[src/rtl/cbaf_pkg.sv]
// ----------------------------------------------------------------------------
// cbaf_pkg: shared types and constants of the clipped block average filter
// Item and result structs, block descriptor, register codes, back-end states.
// ----------------------------------------------------------------------------
package cbaf_pkg;

    localparam int SAMPLE_W         = 12;
    localparam int COUNT_W          = 7;
    localparam int MAX_SAMPLES_DEF  = 16;

    localparam logic [SAMPLE_W-1:0] NOISE_WINDOW_RST = 12'h030;
    localparam logic [SAMPLE_W-1:0] SEED_FLOOR_RST   = 12'd100;

    typedef enum logic [0:0] {
        REG_NOISE_WINDOW = 1'b0,
        REG_SEED_FLOOR   = 1'b1
    } cfg_reg_t;

    typedef struct packed {
        logic [SAMPLE_W-1:0] sample;
        logic                last;
    } in_item_t;

    typedef struct packed {
        logic [SAMPLE_W-1:0] voltage;
        logic [COUNT_W-1:0]  kept_count;
        logic                updated;
        logic                overflow;
    } out_item_t;

    // One closed block handed from the loader to the averaging pass
    typedef struct packed {
        logic                bank;
        logic [COUNT_W-1:0]  len;
        logic [SAMPLE_W-1:0] seed;
        logic                overflow;
    } block_desc_t;

    typedef enum logic [2:0] {
        ST_IDLE,
        ST_ISSUE,
        ST_USE,
        ST_EVAL,
        ST_DIV,
        ST_OUT
    } back_state_t;

    function automatic logic [SAMPLE_W-1:0] abs_diff(
        input logic [SAMPLE_W-1:0] a,
        input logic [SAMPLE_W-1:0] b
    );
        logic [SAMPLE_W-1:0] d;
        d = (a >= b) ? (a - b) : (b - a);
        return d;
    endfunction

endpackage

[src/rtl/cbaf_ram.sv]
// ----------------------------------------------------------------------------
// cbaf_ram: generic simple dual-port RAM
// One write port, one read port, read data registered.
// ----------------------------------------------------------------------------
module cbaf_ram #(
    parameter int WIDTH = 12,
    parameter int DEPTH = 32
) (
    input  logic                     clk,
    input  logic                     we,
    input  logic [$clog2(DEPTH)-1:0] waddr,
    input  logic [WIDTH-1:0]         wdata,
    input  logic [$clog2(DEPTH)-1:0] raddr,
    output logic [WIDTH-1:0]         rdata
);

    logic [WIDTH-1:0] mem_reg [DEPTH];
    logic [WIDTH-1:0] rdata_reg;

    always_ff @(posedge clk)
    begin
        if (we)
        begin
            mem_reg[waddr] <= wdata;
        end
        rdata_reg <= mem_reg[raddr];
    end

    assign rdata = rdata_reg;

endmodule

[src/rtl/cbaf_front.sv]
// ----------------------------------------------------------------------------
// cbaf_front: sample loader and seed search
// Writes samples into the current store bank, tracks the seed pair and
// hands a descriptor of each closed block to the queue.
// ----------------------------------------------------------------------------
module cbaf_front #(
    parameter int MAX_SAMPLES = 16
) (
    input  logic                               clk,
    input  logic                               rst_n,
    input  logic                               in_valid,
    output logic                               in_stall,
    input  cbaf_pkg::in_item_t                 in_data,
    input  logic [cbaf_pkg::SAMPLE_W-1:0]      noise_window,
    input  logic [cbaf_pkg::SAMPLE_W-1:0]      seed_floor,
    input  logic                               q_full,
    output logic                               push,
    output cbaf_pkg::block_desc_t              push_desc,
    output logic                               ram_we,
    output logic [$clog2(MAX_SAMPLES):0]       ram_waddr,
    output logic [cbaf_pkg::SAMPLE_W-1:0]      ram_wdata
);
    import cbaf_pkg::*;

    localparam int IDX_W  = $clog2(MAX_SAMPLES);
    localparam int FILL_W = $clog2(MAX_SAMPLES + 1);

    logic [FILL_W-1:0]   fill_reg, fill_next;
    logic [SAMPLE_W-1:0] seed_reg, seed_next;
    logic                locked_reg, locked_next;
    logic                ovf_reg, ovf_next;
    logic                bank_reg, bank_next;
    logic [SAMPLE_W-1:0] prev_reg, prev_next;

    logic                accept;
    logic                full;
    logic [FILL_W-1:0]   fill_upd;
    logic [SAMPLE_W-1:0] seed_upd;
    logic                locked_upd;
    logic                ovf_upd;

    assign full     = (fill_reg == FILL_W'(MAX_SAMPLES));
    assign in_stall = q_full;
    assign accept   = in_valid & ~q_full;

    assign ram_we    = accept & ~full;
    assign ram_waddr = {bank_reg, fill_reg[IDX_W-1:0]};
    assign ram_wdata = in_data.sample;

    always_comb
    begin
        fill_upd   = fill_reg;
        seed_upd   = seed_reg;
        locked_upd = locked_reg;
        ovf_upd    = ovf_reg;
        prev_next  = prev_reg;
        if (accept)
        begin
            if (!full)
            begin
                if ((fill_reg != '0) && !locked_reg &&
                    (abs_diff(prev_reg, in_data.sample) <= noise_window))
                begin
                    seed_upd = prev_reg;
                    if (prev_reg > seed_floor)
                    begin
                        locked_upd = 1'b1;
                    end
                end
                prev_next = in_data.sample;
                fill_upd  = fill_reg + 1'b1;
            end
            else
            begin
                ovf_upd = 1'b1;
            end
        end
    end

    always_comb
    begin
        push               = accept & in_data.last;
        push_desc.bank     = bank_reg;
        push_desc.len      = COUNT_W'(fill_upd);
        push_desc.seed     = seed_upd;
        push_desc.overflow = ovf_upd;

        fill_next   = fill_upd;
        seed_next   = seed_upd;
        locked_next = locked_upd;
        ovf_next    = ovf_upd;
        bank_next   = bank_reg;
        // close the block: start fresh in the other bank
        if (push)
        begin
            fill_next   = '0;
            seed_next   = '0;
            locked_next = 1'b0;
            ovf_next    = 1'b0;
            bank_next   = ~bank_reg;
        end
    end

    always_ff @(posedge clk or negedge rst_n)
    begin
        if (!rst_n)
        begin
            fill_reg   <= '0;
            seed_reg   <= '0;
            locked_reg <= 1'b0;
            ovf_reg    <= 1'b0;
            bank_reg   <= 1'b0;
        end
        else
        begin
            fill_reg   <= fill_next;
            seed_reg   <= seed_next;
            locked_reg <= locked_next;
            ovf_reg    <= ovf_next;
            bank_reg   <= bank_next;
        end
    end

    always_ff @(posedge clk)
    begin
        prev_reg <= prev_next;
    end

endmodule

[src/rtl/cbaf_queue.sv]
// ----------------------------------------------------------------------------
// cbaf_queue: single-entry descriptor queue
// Decouples the loader from the averaging pass.
// ----------------------------------------------------------------------------
module cbaf_queue (
    input  logic                  clk,
    input  logic                  rst_n,
    input  logic                  push,
    input  cbaf_pkg::block_desc_t push_desc,
    output logic                  full,
    output logic                  valid,
    output cbaf_pkg::block_desc_t desc,
    input  logic                  pop
);
    import cbaf_pkg::*;

    logic        valid_reg, valid_next;
    block_desc_t desc_reg, desc_next;

    always_comb
    begin
        valid_next = push | (valid_reg & ~pop);
        desc_next  = push ? push_desc : desc_reg;
    end

    always_ff @(posedge clk or negedge rst_n)
    begin
        if (!rst_n)
        begin
            valid_reg <= 1'b0;
        end
        else
        begin
            valid_reg <= valid_next;
        end
    end

    always_ff @(posedge clk)
    begin
        desc_reg <= desc_next;
    end

    assign full  = valid_reg;
    assign valid = valid_reg;
    assign desc  = desc_reg;

endmodule

[src/rtl/cbaf_back.sv]
// ----------------------------------------------------------------------------
// cbaf_back: averaging pass and divider
// Walks the stored block from the seed, sums and counts the kept samples,
// divides with a restoring divider when the voltage is refreshed and presents one result per block.
// ----------------------------------------------------------------------------
module cbaf_back #(
    parameter int MAX_SAMPLES = 16
) (
    input  logic                               clk,
    input  logic                               rst_n,
    input  logic                               q_valid,
    input  cbaf_pkg::block_desc_t              q_desc,
    output logic                               pop,
    input  logic [cbaf_pkg::SAMPLE_W-1:0]      noise_window,
    output logic [$clog2(MAX_SAMPLES):0]       ram_raddr,
    input  logic [cbaf_pkg::SAMPLE_W-1:0]      ram_rdata,
    output logic                               out_valid,
    input  logic                               out_stall,
    output cbaf_pkg::out_item_t                out_data
);
    import cbaf_pkg::*;

    localparam int IDX_W  = $clog2(MAX_SAMPLES);
    localparam int FILL_W = $clog2(MAX_SAMPLES + 1);
    localparam int SUM_W  = SAMPLE_W + IDX_W;
    localparam int DCNT_W = $clog2(SUM_W);
    localparam int REM_W  = FILL_W + 1;

    back_state_t         state_reg, state_next;

    logic                bank_reg, bank_next;
    logic [FILL_W-1:0]   len_reg, len_next;
    logic                ovf_reg, ovf_next;
    logic [FILL_W-1:0]   idx_reg, idx_next;
    logic [SAMPLE_W-1:0] ref_reg, ref_next;
    logic [SUM_W-1:0]    sum_reg, sum_next;
    logic [FILL_W-1:0]   cnt_reg, cnt_next;
    logic [DCNT_W-1:0]   dcnt_reg, dcnt_next;
    logic [REM_W-1:0]    rem_reg, rem_next;
    logic [SUM_W-1:0]    quo_reg, quo_next;
    logic [SAMPLE_W-1:0] held_reg, held_next;
    out_item_t           out_reg, out_next;

    logic                hit;
    logic                last_idx;
    logic                upd;
    logic [REM_W-1:0]    rem_sh;
    logic                qbit;
    logic [SUM_W-1:0]    quo_step;

    assign hit      = (abs_diff(ram_rdata, ref_reg) <= noise_window);
    assign last_idx = ((idx_reg + 1'b1) == len_reg);
    assign upd      = (cnt_reg != '0) && (cnt_reg >= (len_reg >> 1));
    assign rem_sh   = {rem_reg[FILL_W-1:0], quo_reg[SUM_W-1]};
    assign qbit     = (rem_sh >= REM_W'(cnt_reg));
    assign quo_step = {quo_reg[SUM_W-2:0], qbit};

    // next state
    always_comb
    begin
        state_next = state_reg;
        unique case (state_reg)
            ST_IDLE:  if (q_valid) state_next = ST_ISSUE;
            ST_ISSUE: state_next = ST_USE;
            ST_USE:   state_next = last_idx ? ST_EVAL : ST_ISSUE;
            ST_EVAL:  state_next = upd ? ST_DIV : ST_OUT;
            ST_DIV:   if (dcnt_reg == '0) state_next = ST_OUT;
            ST_OUT:   if (!out_stall) state_next = ST_IDLE;
            default:  state_next = ST_IDLE;
        endcase
    end

    // datapath and outputs
    always_comb
    begin
        bank_next = bank_reg;
        len_next  = len_reg;
        ovf_next  = ovf_reg;
        idx_next  = idx_reg;
        ref_next  = ref_reg;
        sum_next  = sum_reg;
        cnt_next  = cnt_reg;
        dcnt_next = dcnt_reg;
        rem_next  = rem_reg;
        quo_next  = quo_reg;
        held_next = held_reg;
        out_next  = out_reg;
        pop       = 1'b0;

        unique case (state_reg)
            ST_IDLE:
            begin
                if (q_valid)
                begin
                    pop       = 1'b1;
                    bank_next = q_desc.bank;
                    len_next  = FILL_W'(q_desc.len);
                    ovf_next  = q_desc.overflow;
                    ref_next  = q_desc.seed;
                    idx_next  = '0;
                    sum_next  = '0;
                    cnt_next  = '0;
                end
            end
            ST_ISSUE:
            begin
            end
            ST_USE:
            begin
                if (hit)
                begin
                    sum_next = sum_reg + SUM_W'(ram_rdata);
                    ref_next = ram_rdata;
                    cnt_next = cnt_reg + 1'b1;
                end
                idx_next = idx_reg + 1'b1;
            end
            ST_EVAL:
            begin
                quo_next  = sum_reg;
                rem_next  = '0;
                dcnt_next = DCNT_W'(SUM_W - 1);
                out_next.voltage    = held_reg;
                out_next.kept_count = COUNT_W'(cnt_reg);
                out_next.updated    = upd;
                out_next.overflow   = ovf_reg;
            end
            ST_DIV:
            begin
                rem_next  = qbit ? (rem_sh - REM_W'(cnt_reg)) : rem_sh;
                quo_next  = quo_step;
                dcnt_next = dcnt_reg - 1'b1;
                if (dcnt_reg == '0)
                begin
                    held_next        = quo_step[SAMPLE_W-1:0];
                    out_next.voltage = quo_step[SAMPLE_W-1:0];
                end
            end
            ST_OUT:
            begin
            end
            default:
            begin
            end
        endcase
    end

    assign ram_raddr = {bank_reg, idx_reg[IDX_W-1:0]};
    assign out_valid = (state_reg == ST_OUT);
    assign out_data  = out_reg;

    always_ff @(posedge clk or negedge rst_n)
    begin
        if (!rst_n)
        begin
            state_reg <= ST_IDLE;
            held_reg  <= '0;
        end
        else
        begin
            state_reg <= state_next;
            held_reg  <= held_next;
        end
    end

    always_ff @(posedge clk)
    begin
        bank_reg <= bank_next;
        len_reg  <= len_next;
        ovf_reg  <= ovf_next;
        idx_reg  <= idx_next;
        ref_reg  <= ref_next;
        sum_reg  <= sum_next;
        cnt_reg  <= cnt_next;
        dcnt_reg <= dcnt_next;
        rem_reg  <= rem_next;
        quo_reg  <= quo_next;
        out_reg  <= out_next;
    end

endmodule

[src/rtl/clipped_block_average_filter_unit.sv]
// ----------------------------------------------------------------------------
// clipped_block_average_filter_unit: limiting average filter over ADC blocks
// Loads a block of samples, picks a seed, averages the samples that track
// within the noise window and holds the result voltage.
// ----------------------------------------------------------------------------
//  channel   signals                          direction  transfer when
//  in        in_valid, in_stall, in_data      input      in_valid & !in_stall
//  out       out_valid, out_stall, out_data   output     out_valid & !out_stall
//  cfg       cfg_valid, cfg_ready, cfg_index,  input      cfg_valid & cfg_ready
//            cfg_data
//
// The loader takes one sample per cycle while in_stall is low, into one of
// two store banks. A closed block is then taken from the queue, each stored
// sample is read and checked in the averaging pass, then come an evaluate
// step, the divider when the voltage is refreshed, and an output step.
// in_stall rises while a closed block waits for the averaging pass; the
// pass holds its result until out_stall drops. Reset needs no clearing pass.
// ----------------------------------------------------------------------------
module clipped_block_average_filter_unit #(
    parameter int MAX_SAMPLES = cbaf_pkg::MAX_SAMPLES_DEF
) (
    input  logic                          clk,
    input  logic                          rst_n,
    input  logic                          in_valid,
    output logic                          in_stall,
    input  cbaf_pkg::in_item_t            in_data,
    output logic                          out_valid,
    input  logic                          out_stall,
    output cbaf_pkg::out_item_t           out_data,
    input  logic                          cfg_valid,
    output logic                          cfg_ready,
    input  cbaf_pkg::cfg_reg_t            cfg_index,
    input  logic [cbaf_pkg::SAMPLE_W-1:0] cfg_data
);
    import cbaf_pkg::*;

    localparam int ADDR_W = $clog2(MAX_SAMPLES) + 1;

    logic [SAMPLE_W-1:0] noise_window_reg, noise_window_next;
    logic [SAMPLE_W-1:0] seed_floor_reg, seed_floor_next;

    logic                push;
    block_desc_t         push_desc;
    logic                q_full;
    logic                q_valid;
    block_desc_t         q_desc;
    logic                pop;
    logic                ram_we;
    logic [ADDR_W-1:0]   ram_waddr;
    logic [SAMPLE_W-1:0] ram_wdata;
    logic [ADDR_W-1:0]   ram_raddr;
    logic [SAMPLE_W-1:0] ram_rdata;

    assign cfg_ready = 1'b1;

    always_comb
    begin
        noise_window_next = noise_window_reg;
        seed_floor_next   = seed_floor_reg;
        if (cfg_valid)
        begin
            unique case (cfg_index)
                REG_NOISE_WINDOW: noise_window_next = cfg_data;
                REG_SEED_FLOOR:   seed_floor_next   = cfg_data;
                default:          noise_window_next = noise_window_reg;
            endcase
        end
    end

    always_ff @(posedge clk or negedge rst_n)
    begin
        if (!rst_n)
        begin
            noise_window_reg <= NOISE_WINDOW_RST;
            seed_floor_reg   <= SEED_FLOOR_RST;
        end
        else
        begin
            noise_window_reg <= noise_window_next;
            seed_floor_reg   <= seed_floor_next;
        end
    end

    cbaf_ram #(
        .WIDTH (SAMPLE_W),
        .DEPTH (1 << ADDR_W)
    ) u_store (
        .clk   (clk),
        .we    (ram_we),
        .waddr (ram_waddr),
        .wdata (ram_wdata),
        .raddr (ram_raddr),
        .rdata (ram_rdata)
    );

    cbaf_front #(
        .MAX_SAMPLES (MAX_SAMPLES)
    ) u_front (
        .clk          (clk),
        .rst_n        (rst_n),
        .in_valid     (in_valid),
        .in_stall     (in_stall),
        .in_data      (in_data),
        .noise_window (noise_window_reg),
        .seed_floor   (seed_floor_reg),
        .q_full       (q_full),
        .push         (push),
        .push_desc    (push_desc),
        .ram_we       (ram_we),
        .ram_waddr    (ram_waddr),
        .ram_wdata    (ram_wdata)
    );

    cbaf_queue u_queue (
        .clk       (clk),
        .rst_n     (rst_n),
        .push      (push),
        .push_desc (push_desc),
        .full      (q_full),
        .valid     (q_valid),
        .desc      (q_desc),
        .pop       (pop)
    );

    cbaf_back #(
        .MAX_SAMPLES (MAX_SAMPLES)
    ) u_back (
        .clk          (clk),
        .rst_n        (rst_n),
        .q_valid      (q_valid),
        .q_desc       (q_desc),
        .pop          (pop),
        .noise_window (noise_window_reg),
        .ram_raddr    (ram_raddr),
        .ram_rdata    (ram_rdata),
        .out_valid    (out_valid),
        .out_stall    (out_stall),
        .out_data     (out_data)
    );

endmodule

[config.mk]
export PLATFORM = sky130hd
export DESIGN_NAME = clipped_block_average_filter_unit
export DESIGN_NICKNAME = d
export VERILOG_FILES = /design/src/rtl/cbaf_pkg.sv /design/src/rtl/cbaf_ram.sv /design/src/rtl/cbaf_front.sv /design/src/rtl/cbaf_queue.sv /design/src/rtl/cbaf_back.sv /design/src/rtl/clipped_block_average_filter_unit.sv
export SDC_FILE = /design/constraint.sdc
export NUM_CORES = 1
export LEC_CHECK = 0
export BUFFER_PORTS_ARGS = -buffer_cell sky130_fd_sc_hd__clkbuf_2
export CAP_MARGIN = 20
export CORE_MARGIN = 2
export CORE_UTILIZATION = 60
export CTS_CLUSTER_SIZE = 30
export DETAILED_ROUTE_END_ITERATION = 7
export PLACE_DENSITY = 0.82
export SYNTH_ARGS = -nofsm -noshare
export SYNTH_HDL_FRONTEND = slang
export SYNTH_HIERARCHICAL = 1
export SYNTH_SLANG_ARGS = --single-unit
[constraint.sdc]
create_clock -name clk -period 16.7 [get_ports clk]
set_input_delay 3.34 -clock clk [delete_from_list [all_inputs] [get_ports clk]]
set_output_delay 3.34 -clock clk [all_outputs]
set_load 0.01 [all_outputs]
==> metrics.csv <==
stage;metric;value;unit
outcome;status;completed;
floorplan;initial_core_util;60.7;%
floorplan;row_count;77;
sta;finalHoldViolCount;0;
clocking;insertion_delay;0.62;ns
worst_hold_path;hold_class;reg -> reg;
final_layout;diodes;0;
pwr;pwr_density_cell;181;mW/mm^2
worst_setup_path;worstSetupStartpoint;in_data[2];
routing;drt-pass1-iter-count;5;
sta;max_freq;131;MHz
placed_design;place_area;0.0273;mm^2
clocking;cts_tree;done;
worst_setup_path;r2r_end;u_back/cnt_reg[2];
grt;grt_antenna_before_repair;4;
worst_setup_path;cp-end-kind;register;
pwr;p_leak;11.3;nW
yosys;synth_warnings;6;
clocking;cts_buffer_depth;3;
sta;relSlewSlack;19.7;%
clocking;cts_resized;0;
sta;clock-skew-final;0.0251;ns
final_layout;largest_register_ffs;384;
yosys;syn_inst;1961;
clocking;htreeDepth;2;
yosys;syn_avg_cell_area;13.7;um^2
floorplan;fp.coreArea;0.0442;mm^2
yosys;netlist_area;0.0268;mm^2
sta;setup_viol;0;
sta;tns;0;ns
routing;drt_iter0_drc;1992;
worst_setup_path;worstPathRequired;17.19;ns
final_layout;fillers;2979;
final_layout;syn2layout_area_growth;8.57;%
worst_setup_path;r2r_slack;11.66;ns
clocking;root_buffer;clkbuf_16;
clocking;cts_hold_buf;0;
final_layout;final_nets;2131;
grt;grt_pass1_vias;16200;
placed_design;finalWeightedCongestion;0.888;
floorplan;die_h;216;um
run;cap_violations;0;
final_layout;stdcell_area;0.0291;mm^2
pwr;ir_drop;0.135;mV
floorplan;dieArea;0.0465;mm^2
placed_design;port_buffers;51;
grt;gr-total-overflow;0;
clocking;clock_sinks;576;
routing;detail-route-antenna-nets;0;
clocking;cts_buffers;56;
worst_setup_path;worstPathArrival;8.11;ns
floorplan;io_pins;55;
worst_setup_path;worst-path-max-fanout;36;
sta;finalMaxSlewViolations;0;
final_layout;finalNonFillerCells;2623;
floorplan;die_x;216;um
clocking;clkSlewWorstSetupHoldPaths;0.06;ns
routing;vias;16400;
worst_setup_path;crit_chain;clkbuf_2, inv_1, fa_1, nand3_1, nand3_4, a221oi_4, mux2i_1, o22ai_2, xor2_1, ha_1, a21o_1, a21o_1, a211oi_1, o21a_1, nand2_1, o41ai_1;
grt;grt_max_degree;123;
routing;wl;61.7;mm
worst_setup_path;r2r_cells;17;
worst_setup_path;cp_common_cell;a21o_1;
worst_setup_path;crit_slowest_cell;a221oi_4;
worst_setup_path;critPathMaxStageDelay;0.65;ns
worst_setup_path;cp-start-kind;input pin;
placed_design;hpwlAfterDp;37.9;mm
sta;max_slew.worst_pin.slew;1.20;ns
routing;vias_per_cell;6.25;
worst_setup_path;crit_end;u_front/locked_reg;
sta;fin_crit;7.62;ns
worst_setup_path;r2r-start;u_store/rdata[0];
grt;grt_pass1_wl;93.8;mm
placed_design;place_inst;2517;
sta;period_share;45.6;%
worst_setup_path;crit_type;in -> reg;
grt;track_usage;26.5;%
clocking;cts_setup_buffers;0;
final_layout;drive_above_1_share;12.3;%
routing;drc;0;
sta;rsz0062_at_grt;no;
routing;wire_per_inst;23.5;um
## cells in the final DEF (no fill, tap or decap), types with 11 or more instances in the layout
cell       count
clkbuf_1      13
xor2_1        14
mux2i_1      202
a21o_1        27
xnor2_1       30
a211oi_1      11
inv_1        110
o21ai_1       17
mux2_4        17
ha_1         109
clkinv_1      14
o21ai_0       43
edfxtp_1     504
nor2_1        46
clkbuf_16     56
and2_1        12
o211ai_1      13
mux2_2        20
a31oi_1       17
a22oi_1       48
nor2_2        23
nand2_1      159
dfxtp_1       12
a21oi_1       98
a22o_1        24
o21a_1        11
nand3_1       51
nor3_1        31
buf_4         23
nand4_1       33
clkbuf_2      51
dfrtp_1       55
## critical path: cells and delay by family
family,cells,cell delay [ns]
fa+ha+maj,2,0.79
simple gates,3,0.39
mux,1,0.41
xor+xnor,1,0.17
compound gates,7,2.30
buf+inv,2,0.72
## power by group
part	total, mW	switching [mW]	leakage (nW)	internal, mW
clock network	1.25	0.528	0.878	0.724
registers	1.95	0.141	5.42	1.81
logic	2.08	1.27	4.96	0.811
## worst min path at each step
stage | start | to | depth (start not counted)
5_1_grt | u_queue/desc[20] | u_back/bank_reg | 0
4_1_cts | u_queue/desc[15] | u_back/len_reg[2] | 0
3_5_place_dp | u_queue/desc[15] | u_back/len_reg[2] | 0
2_1_floorplan | u_queue/desc[20] | u_back/bank_reg | 0
6_report | u_queue/desc[15] | u_back/len_reg[2] | 0
3_3_place_gp | u_back/ovf_reg | u_back/out_data[0] | 0
## per-layer routing
layer | wire length (um) | up-vias | part of all wire [%] | track usage, %
met1 | 24400 | 8102 | 40 | 35.9
met4 | 1830 | 0 | 3.0 | 9.20
met3 | 5610 | 139 | 9.1 | 4.88
met2 | 29900 | 817 | 48 | 43.3
li1 | - | 7330 | - | -
met5 | 0 | - | 0 | 0
## layout make-up
type / count / area, um^2 / share of cell area, %
clock buffer: 69 / 1450 / 4.97
multi-input combinational: 1163 / 8780 / 30.1
clock inverter: 35 / 360 / 1.24
sequential: 576 / 16900 / 57.9
tap: 592 / 741 / 2.54
timing repair buffer: 78 / 518 / 1.78
inverter: 110 / 413 / 1.42
## metrics by stage
step | setup WS [ns] | total power [mW] | util (%) | hold slack [ns]
after detailed placement | 8.53 | 4.00 | 61.7 | 0.405
after floorplan | 9.97 | 3.52 | - | 0.400
after global routing | 8.69 | 5.56 | 65.9 | 0.435
after global placement | 8.73 | 3.90 | 61.6 | 0.402
after CTS | 9.13 | 5.26 | 65.8 | 0.417
final | 9.08 | 5.29 | 65.9 | 0.417
No activity file was read; power rests on OpenSTA's default activity.
